### src/dfs_pkg.sv
package dfs_pkg;

	localparam int MAX_ENTRIES = 64;
	localparam int IDX_W = $clog2(MAX_ENTRIES);
	localparam int CNT_W = $clog2(MAX_ENTRIES + 1);

	localparam int KEY_W = 32;
	localparam int POS_W = 16;
	localparam int SIZE_W = 15;
	localparam int CEN_W = 18;
	localparam int DIF_W = 19;
	localparam int MAG_W = 18;
	localparam int SQ_W = 36;
	localparam int SCORE_W = 39;

	typedef enum logic [2:0] {
		CMD_BEGIN = 3'd0,
		CMD_REGISTER = 3'd1,
		CMD_END = 3'd2,
		CMD_MOVE = 3'd3,
		CMD_SET = 3'd4,
		CMD_SELECT = 3'd5,
		CMD_CLEAR = 3'd6
	} cmd_t;

	typedef enum logic [1:0] {
		DIR_UP = 2'd0,
		DIR_DOWN = 2'd1,
		DIR_LEFT = 2'd2,
		DIR_RIGHT = 2'd3
	} dir_t;

	typedef enum logic [2:0] {
		SCAN_KEY_IN,
		SCAN_KEY_CUR,
		SCAN_NEAR_PREV,
		SCAN_NEAR_PT,
		SCAN_MOVE
	} scan_mode_t;

	typedef enum logic [1:0] {
		RD_FOUND,
		RD_BEST,
		RD_ZERO
	} rd_sel_t;

	typedef enum logic [3:0] {
		ST_IDLE,
		ST_START,
		ST_FIND,
		ST_EXEC,
		ST_SCAN,
		ST_RD_FOUND,
		ST_RD_BEST,
		ST_RD_ZERO,
		ST_APPLY,
		ST_RD_ORG,
		ST_APPLY_ORG,
		ST_FINAL,
		ST_FIND_CUR,
		ST_FINAL_RD,
		ST_OUT
	} state_t;

	typedef struct packed {
		logic [KEY_W-1:0] owner;
		logic [KEY_W-1:0] id;
		logic signed [POS_W-1:0] x;
		logic signed [POS_W-1:0] y;
		logic [SIZE_W-1:0] w;
		logic [SIZE_W-1:0] h;
	} entry_t;

	typedef struct packed {
		logic [2:0] command;
		logic [KEY_W-1:0] owner;
		logic [KEY_W-1:0] id;
		logic signed [POS_W-1:0] x;
		logic signed [POS_W-1:0] y;
		logic [SIZE_W-1:0] w;
		logic [SIZE_W-1:0] h;
		logic enabled;
		logic [1:0] dir;
		logic pv;
	} item_t;

	typedef struct packed {
		logic in_ready;
		logic clr_flags;
		logic scan_start;
		scan_mode_t scan_mode;
		logic rd_req;
		rd_sel_t rd_sel;
		logic wr_en;
		logic wr_at_count;
		logic count_inc;
		logic count_clr;
		logic collect_set;
		logic collect_clr;
		logic prev_load;
		logic prev_clr;
		logic focus_rd;
		logic focus_in;
		logic focus_drop;
		logic origin_load;
		logic set_ok;
		logic set_full;
		logic out_load;
	} ctrl_cmd_t;

	typedef struct packed {
		logic in_valid;
		logic [2:0] command;
		logic found;
		logic has_focus;
		logic collecting;
		logic count_zero;
		logic count_full;
		logic has_prev;
		logic pv;
		logic reg_ok;
		logic owner_zero;
		logic scan_done;
		logic best_valid;
		logic out_busy;
	} dp_status_t;

	function automatic logic signed [CEN_W-1:0] center2(logic signed [POS_W-1:0] p,
			logic [SIZE_W-1:0] s);
		return $signed({p[POS_W-1], p, 1'b0}) + $signed({3'b000, s});
	endfunction

endpackage

### src/dfs_ctrl.sv
module dfs_ctrl (
	input logic clk,
	input logic arst_n,
	input dfs_pkg::dp_status_t st,
	output dfs_pkg::ctrl_cmd_t cmd
);
	import dfs_pkg::*;

	state_t state_q, state_d;
	logic found_cur;

	assign found_cur = st.found && st.has_focus;

	always_ff @(posedge clk or negedge arst_n) begin
		if (!arst_n) begin
			state_q <= ST_IDLE;
		end else begin
			state_q <= state_d;
		end
	end

	always_comb begin
		state_d = state_q;
		case (state_q)
			ST_IDLE: begin
				if (st.in_valid) state_d = ST_START;
			end
			ST_START: state_d = ST_FIND;
			ST_FIND: begin
				if (st.scan_done) state_d = ST_EXEC;
			end
			ST_EXEC: begin
				state_d = ST_FINAL;
				case (st.command)
					CMD_BEGIN: begin
						if (found_cur) state_d = ST_RD_FOUND;
					end
					CMD_END: begin
						if (!st.count_zero && !found_cur) begin
							if (st.has_prev || st.pv) state_d = ST_SCAN;
							else state_d = ST_RD_ZERO;
						end
					end
					CMD_MOVE: begin
						if (!st.collecting && !st.count_zero) begin
							state_d = found_cur ? ST_RD_ORG : ST_RD_ZERO;
						end
					end
					CMD_SELECT: begin
						if (!st.collecting && !st.count_zero && st.pv) state_d = ST_SCAN;
					end
					default: state_d = ST_FINAL;
				endcase
			end
			ST_SCAN: begin
				if (st.scan_done) begin
					if (st.command == CMD_MOVE && !st.best_valid) state_d = ST_FINAL;
					else state_d = ST_RD_BEST;
				end
			end
			ST_RD_FOUND, ST_RD_BEST, ST_RD_ZERO: state_d = ST_APPLY;
			ST_APPLY: state_d = ST_FINAL;
			ST_RD_ORG: state_d = ST_APPLY_ORG;
			ST_APPLY_ORG: state_d = ST_SCAN;
			ST_FINAL: state_d = ST_FIND_CUR;
			ST_FIND_CUR: begin
				if (st.scan_done) state_d = found_cur ? ST_FINAL_RD : ST_OUT;
			end
			ST_FINAL_RD: state_d = ST_OUT;
			ST_OUT: begin
				if (!st.out_busy) state_d = ST_IDLE;
			end
			default: state_d = ST_IDLE;
		endcase
	end

	always_comb begin
		cmd = '0;
		cmd.scan_mode = SCAN_KEY_CUR;
		cmd.rd_sel = RD_FOUND;
		case (state_q)
			ST_IDLE: cmd.in_ready = 1'b1;
			ST_START: begin
				cmd.clr_flags = 1'b1;
				cmd.scan_start = 1'b1;
				if (st.command == CMD_REGISTER || st.command == CMD_SET) begin
					cmd.scan_mode = SCAN_KEY_IN;
				end
			end
			ST_EXEC: begin
				case (st.command)
					CMD_BEGIN: begin
						if (!found_cur) begin
							cmd.count_clr = 1'b1;
							cmd.collect_set = 1'b1;
							cmd.prev_clr = 1'b1;
							cmd.set_ok = 1'b1;
						end
					end
					CMD_REGISTER: begin
						if (st.collecting && st.reg_ok) begin
							if (st.found) begin
								cmd.wr_en = 1'b1;
								cmd.set_ok = 1'b1;
							end else if (st.count_full) begin
								cmd.set_full = 1'b1;
							end else begin
								cmd.wr_en = 1'b1;
								cmd.wr_at_count = 1'b1;
								cmd.count_inc = 1'b1;
								cmd.set_ok = 1'b1;
							end
						end
					end
					CMD_END: begin
						if (st.count_zero || found_cur) begin
							cmd.collect_clr = 1'b1;
							cmd.prev_clr = 1'b1;
							cmd.focus_drop = st.count_zero;
							cmd.set_ok = 1'b1;
						end else if (st.has_prev) begin
							cmd.scan_start = 1'b1;
							cmd.scan_mode = SCAN_NEAR_PREV;
						end else if (st.pv) begin
							cmd.scan_start = 1'b1;
							cmd.scan_mode = SCAN_NEAR_PT;
						end
					end
					CMD_SET: begin
						if (!st.collecting && !st.owner_zero && st.found) begin
							cmd.focus_in = 1'b1;
							cmd.set_ok = 1'b1;
						end
					end
					CMD_SELECT: begin
						if (!st.collecting && !st.count_zero && st.pv) begin
							cmd.scan_start = 1'b1;
							cmd.scan_mode = SCAN_NEAR_PT;
						end
					end
					CMD_CLEAR: begin
						cmd.count_clr = 1'b1;
						cmd.focus_drop = 1'b1;
						cmd.prev_clr = 1'b1;
						cmd.collect_clr = 1'b1;
						cmd.set_ok = 1'b1;
					end
					default: cmd.set_ok = 1'b0;
				endcase
			end
			ST_RD_FOUND, ST_RD_ORG, ST_FINAL_RD: begin
				cmd.rd_req = 1'b1;
				cmd.rd_sel = RD_FOUND;
			end
			ST_RD_BEST: begin
				cmd.rd_req = 1'b1;
				cmd.rd_sel = RD_BEST;
			end
			ST_RD_ZERO: begin
				cmd.rd_req = 1'b1;
				cmd.rd_sel = RD_ZERO;
			end
			ST_APPLY: begin
				cmd.set_ok = 1'b1;
				if (st.command == CMD_BEGIN) begin
					cmd.prev_load = 1'b1;
					cmd.count_clr = 1'b1;
					cmd.collect_set = 1'b1;
				end else begin
					cmd.focus_rd = 1'b1;
					if (st.command == CMD_END) begin
						cmd.collect_clr = 1'b1;
						cmd.prev_clr = 1'b1;
					end
				end
			end
			ST_APPLY_ORG: begin
				cmd.origin_load = 1'b1;
				cmd.scan_start = 1'b1;
				cmd.scan_mode = SCAN_MOVE;
			end
			ST_FINAL: begin
				cmd.scan_start = 1'b1;
				cmd.scan_mode = SCAN_KEY_CUR;
			end
			ST_OUT: cmd.out_load = !st.out_busy;
			default: cmd.in_ready = 1'b0;
		endcase
	end

endmodule

### config.mk
export PLATFORM = sky130hd
export DESIGN_NAME = dfs_ctrl
export DESIGN_NICKNAME = d
export VERILOG_FILES = /design/src/dfs_pkg.sv /design/src/dfs_ctrl.sv
export SDC_FILE = /design/constraint.sdc
export NUM_CORES = 1
export LEC_CHECK = 0
export BUFFER_PORTS_ARGS = -buffer_cell sky130_fd_sc_hd__buf_2
export CAP_MARGIN = 20
export CORE_MARGIN = 4
export CORE_UTILIZATION = 48
export DETAILED_ROUTE_END_ITERATION = 8
export PLACE_DENSITY = 0.81
export SYNTH_ARGS = -nofsm -noshare
export SYNTH_HDL_FRONTEND = slang
export SYNTH_SLANG_ARGS = --single-unit
### constraint.sdc
create_clock -name clk -period 2.24 [get_ports clk]
set_input_delay 0.224 -clock clk [delete_from_list [all_inputs] [get_ports clk]]
set_output_delay 0.224 -clock clk [all_outputs]
set_load 0.005 [all_outputs]
==> summary.txt <==
Outcome
  – Status: finished clean

Floorplanning
  – Starting utilization of the core area: between 50% and 60%
  – CORE AREA: around 1500 sq um
  – Die outline area: 2390 sq um
  – # IOs: 42
  – Die X-Extent: 48.8 um
  – Die height: 48.8 um
  – Cell Rows: 14

Drt
  – Routed wire per std cell: 15.8 um
  – Vias/cell: between 6 and 7
  – Number of violations reported at the end of detailed-routing iteration 0: 93
  – Detailed Routing Iterations Pass 1: 4
  – Total number of vias: 1,146
  – DRT antenna net count: 0
  – Routed WL: 2780 um
  – Remaining design rule violation count: 0

STA
  – Clock Skew: 0.0102 ns
  – Setup-failing EPs final: 0
  – Post-route clock period utilization: between 90% and 100%
  – Slew at the pin with the worst max-slew slack: 0.442 ns
  – Max Freq: 0.477 GHz
  – Setup repair after global routing missed its margin: false
  – Setup TNS: 0 ns
  – Total count of max-transition violations in the final report: 0
  – Final Critical Period: 2.10 ns
  – Max-slew headroom at the worst pin: 70.5%
  – Hold Vio Cnt, Final: 0

Clocking
  – Clock input transition at the sequential cells of the worst setup and hold paths: 0.04 ns
  – Resize count post-CTS: 0
  – TritonCTS clock tree: yes
  – CTS Buffer Depth: 2
  – Count of clock tree sinks: 4
  – Clock tree root buffer cell: clkbuf_4
  – Worst-skew pair later-pin latency: 0.25 ns
  – TritonCTS Buffers: 3
  – H-tree level count: 1

Place
  – Total placed cells including tap cells: 172
  – Number of buffers inserted by port buffering: just over 40
  – Gpl congestion: about 1
  – Post-detail-place hpwl: 2010 um

Worst setup path
  – Worst R2R Path Depth: 4
  – Dominant delay contributor by cell family on the critical path: simple AND/OR/NAND/NOR gates
  – Critical path peak fanout: 13
  – Critical-path cell with the highest stage delay: dfrtp_1
  – Reg2reg end: state_q[3]
  – Flop-to-flop setup slack: between 0.6 and 0.7 ns
  – CP required: 2.02 ns
  – Element type at the critical path end: output port
  – Worst flop-to-flop path startpoint: state_q[3]
  – Cell-by-cell trace of the critical path: or2_1, nor2_1, buf_4, a41oi_1, o32a_1, buf_2
  – Buf+Inv Stages, Crit Path: 2
  – Critical Setup Path Class: flop to output port
  – Crit path launch type: flop
  – Slowest Stage Delay on Critical Path: a little under 0.5 ns
  – WP data arrival: 1.87 ns

Power and ir drop
  – Total power: 0.991 mW
  – Internal power component: 0.460 mW
  – Part of the total power dissipated in combinational logic: 67.6%
  – Net Switching: ~0.53 mW
  – Power Dens Cells: 978 nW/um^2
  – Maximum vdd drop: between 0.6 and 0.7 mV
  – Net Sw Frac: about 54%
  – Clock network fraction of total power: 9.8%
  – Leakage component of the power: 0.489 nW
  – Reg power frac: 22.7%

GRT
  – Initial antenna violation count: 0
  – All-layer global routing usage: 22.6%
  – Number of global-route vias before repair: between 900 and 1,000
  – Global-route wire length before repair: 4460 um
  – Remaining global-route overflow: 0
  – Pin count of the biggest net entering global routing: 16

Logic synthesis
  – Post-synthesis async set-or-reset flop share: 100%
  – Count of state elements after synthesis: 4
  – Count of yosys warnings during synthesis: 0
  – Fraction of the yosys area taken by sequential cells: 12.5%
  – Synth area leader: dfrtp_1
  – Number of flops mapped to enable cells by yosys: 0
  – Cell types with the highest counts after synthesis: nor2_1 (15), nand2_1 (12), buf_2 (9), nand3_1 (9), nor3_1 (7)
  – Synth Instances: 124
  – Post-synthesis average cell area: 6.46 sq um
  – Unique masters post-synth: 41
  – Most numerous cell in the Yosys netlist: nor2_1
  – Primary flip-flop cell chosen by synthesis mapping: dfrtp_1
  – Top area cells in the synthesized netlist: dfrtp_1 (13%), nor2_1 (7.0%), buf_2 (5.6%)
  – Synth Net Count: 142
  – Share of Yosys cell area claimed by the top area cell type: 12.5%
  – Mapped Area: 801 sq um

Cells and area
  – Post-route core utilization: 65.7%
  – Area delta synth->final: 26.6%
  – Nets: 180
  – Proportion of layout cells with a drive suffix above 1: between 30% and 40%
  – Number of antenna cells inserted: 0
  – Max FFs per register: 4
  – # fillers: 144
  – Register containing the most flip-flops in the final layout: state_q
  – Largest registers: state_q x4
  – Final cell count without fillers: about 180

Worst hold path
  – Type of the worst min-delay path: primary input to async pin

Run
  – Max-cap viol count: 0
-- how the worst max path moves through the flow --
| stage | start | end | slack [ns] | depth (start not counted) |
|---|---|---|---|---|
| after global placement | state_q[3] | cmd[18] | 0.49 | 6 |
| after detailed placement | state_q[3] | cmd[18] | 0.44 | 6 |
| after global routing | state_q[3] | cmd[18] | 0.06 | 6 |
| final | state_q[3] | cmd[18] | 0.14 | 6 |
| after CTS | state_q[3] | cmd[18] | 0.17 | 6 |
| after floorplan | state_q[3] | cmd[13] | 0.54 | 7 |
-- area by class of cell --
class	instances	area [sq um]	area share [%]
clock buffer	3	22.5	2.22
inverter	4	15.0	1.48
multi-input combinational	106	633	62.5
sequential	4	100	9.88
tap	16	20.0	1.98
timing repair buffer	43	223	22.0
-- metal layers --
metal	GRT usage (%)	vias to the layer above	share of wire (%)
met5	0	-	0
met4	8.52	0	2.1
met3	4.89	11	13
met2	33.9	98	45
met1	31.3	502	40
li1	-	535	-
-- cell usage in the layout, fill, tap and decap left out, types with 2 or more instances in the layout --
cell	instances
buf_2	41
nor2b_1	3
nor3_1	7
nand2_1	12
a211o_1	3
o2bb2ai_1	2
inv_1	2
clkbuf_4	3
nor3b_1	2
a21oi_1	6
nand4b_1	2
and2_1	3
and3_1	3
a22oi_1	2
inv_2	2
nand3_1	9
o21ai_0	2
xnor2_1	2
nand2b_1	4
o22ai_1	4
nor2_1	15
dfrtp_1	4
or2_1	2
o21ai_1	5
or4_1	2
-- through the flow --
| step | cell area (sq um) | hold WS [ns] | setup slack [ns] |
|---|---|---|---|
| finish | 1010 | 0.333 | 0.145 |
| global route | 1010 | 0.354 | 0.0580 |
| CTS | 1010 | 0.319 | 0.171 |
| detailed placement | 981 | 0.0368 | 0.444 |
| global placement | 981 | 0.0284 | 0.495 |
| floorplan | 801 | -0.0716 | 0.539 |
-- repair_timing --
item	in CTS	in global routing
buffers inserted	0	0
hold buffers	1	0
endpoints found under the hold margin	4	0
-- power groups by stage --
stage	Clock, mW	Combinational, mW	Sequential (mW)
after CTS	0.0966	0.653	0.218
after floorplan	0	0.539	0.135
after global placement	0	0.631	0.211
final	0.0968	0.670	0.225
after detailed placement	0	0.639	0.220
after global routing	0.105	0.733	0.233
-- kinds of logic (layout without fill, tap and decap cells) --
group | Yosys count | count (layout) | share of synthesized area [%]
compound gates | 37 | 37 | 32.8
flops | 4 | 4 | 12.5
buf+inv | 14 | 50 | 8.44
xor+xnor | 2 | 2 | 2.19
simple gates | 67 | 67 | 44.1
Note: power is estimated with default switching activity, not from simulation.
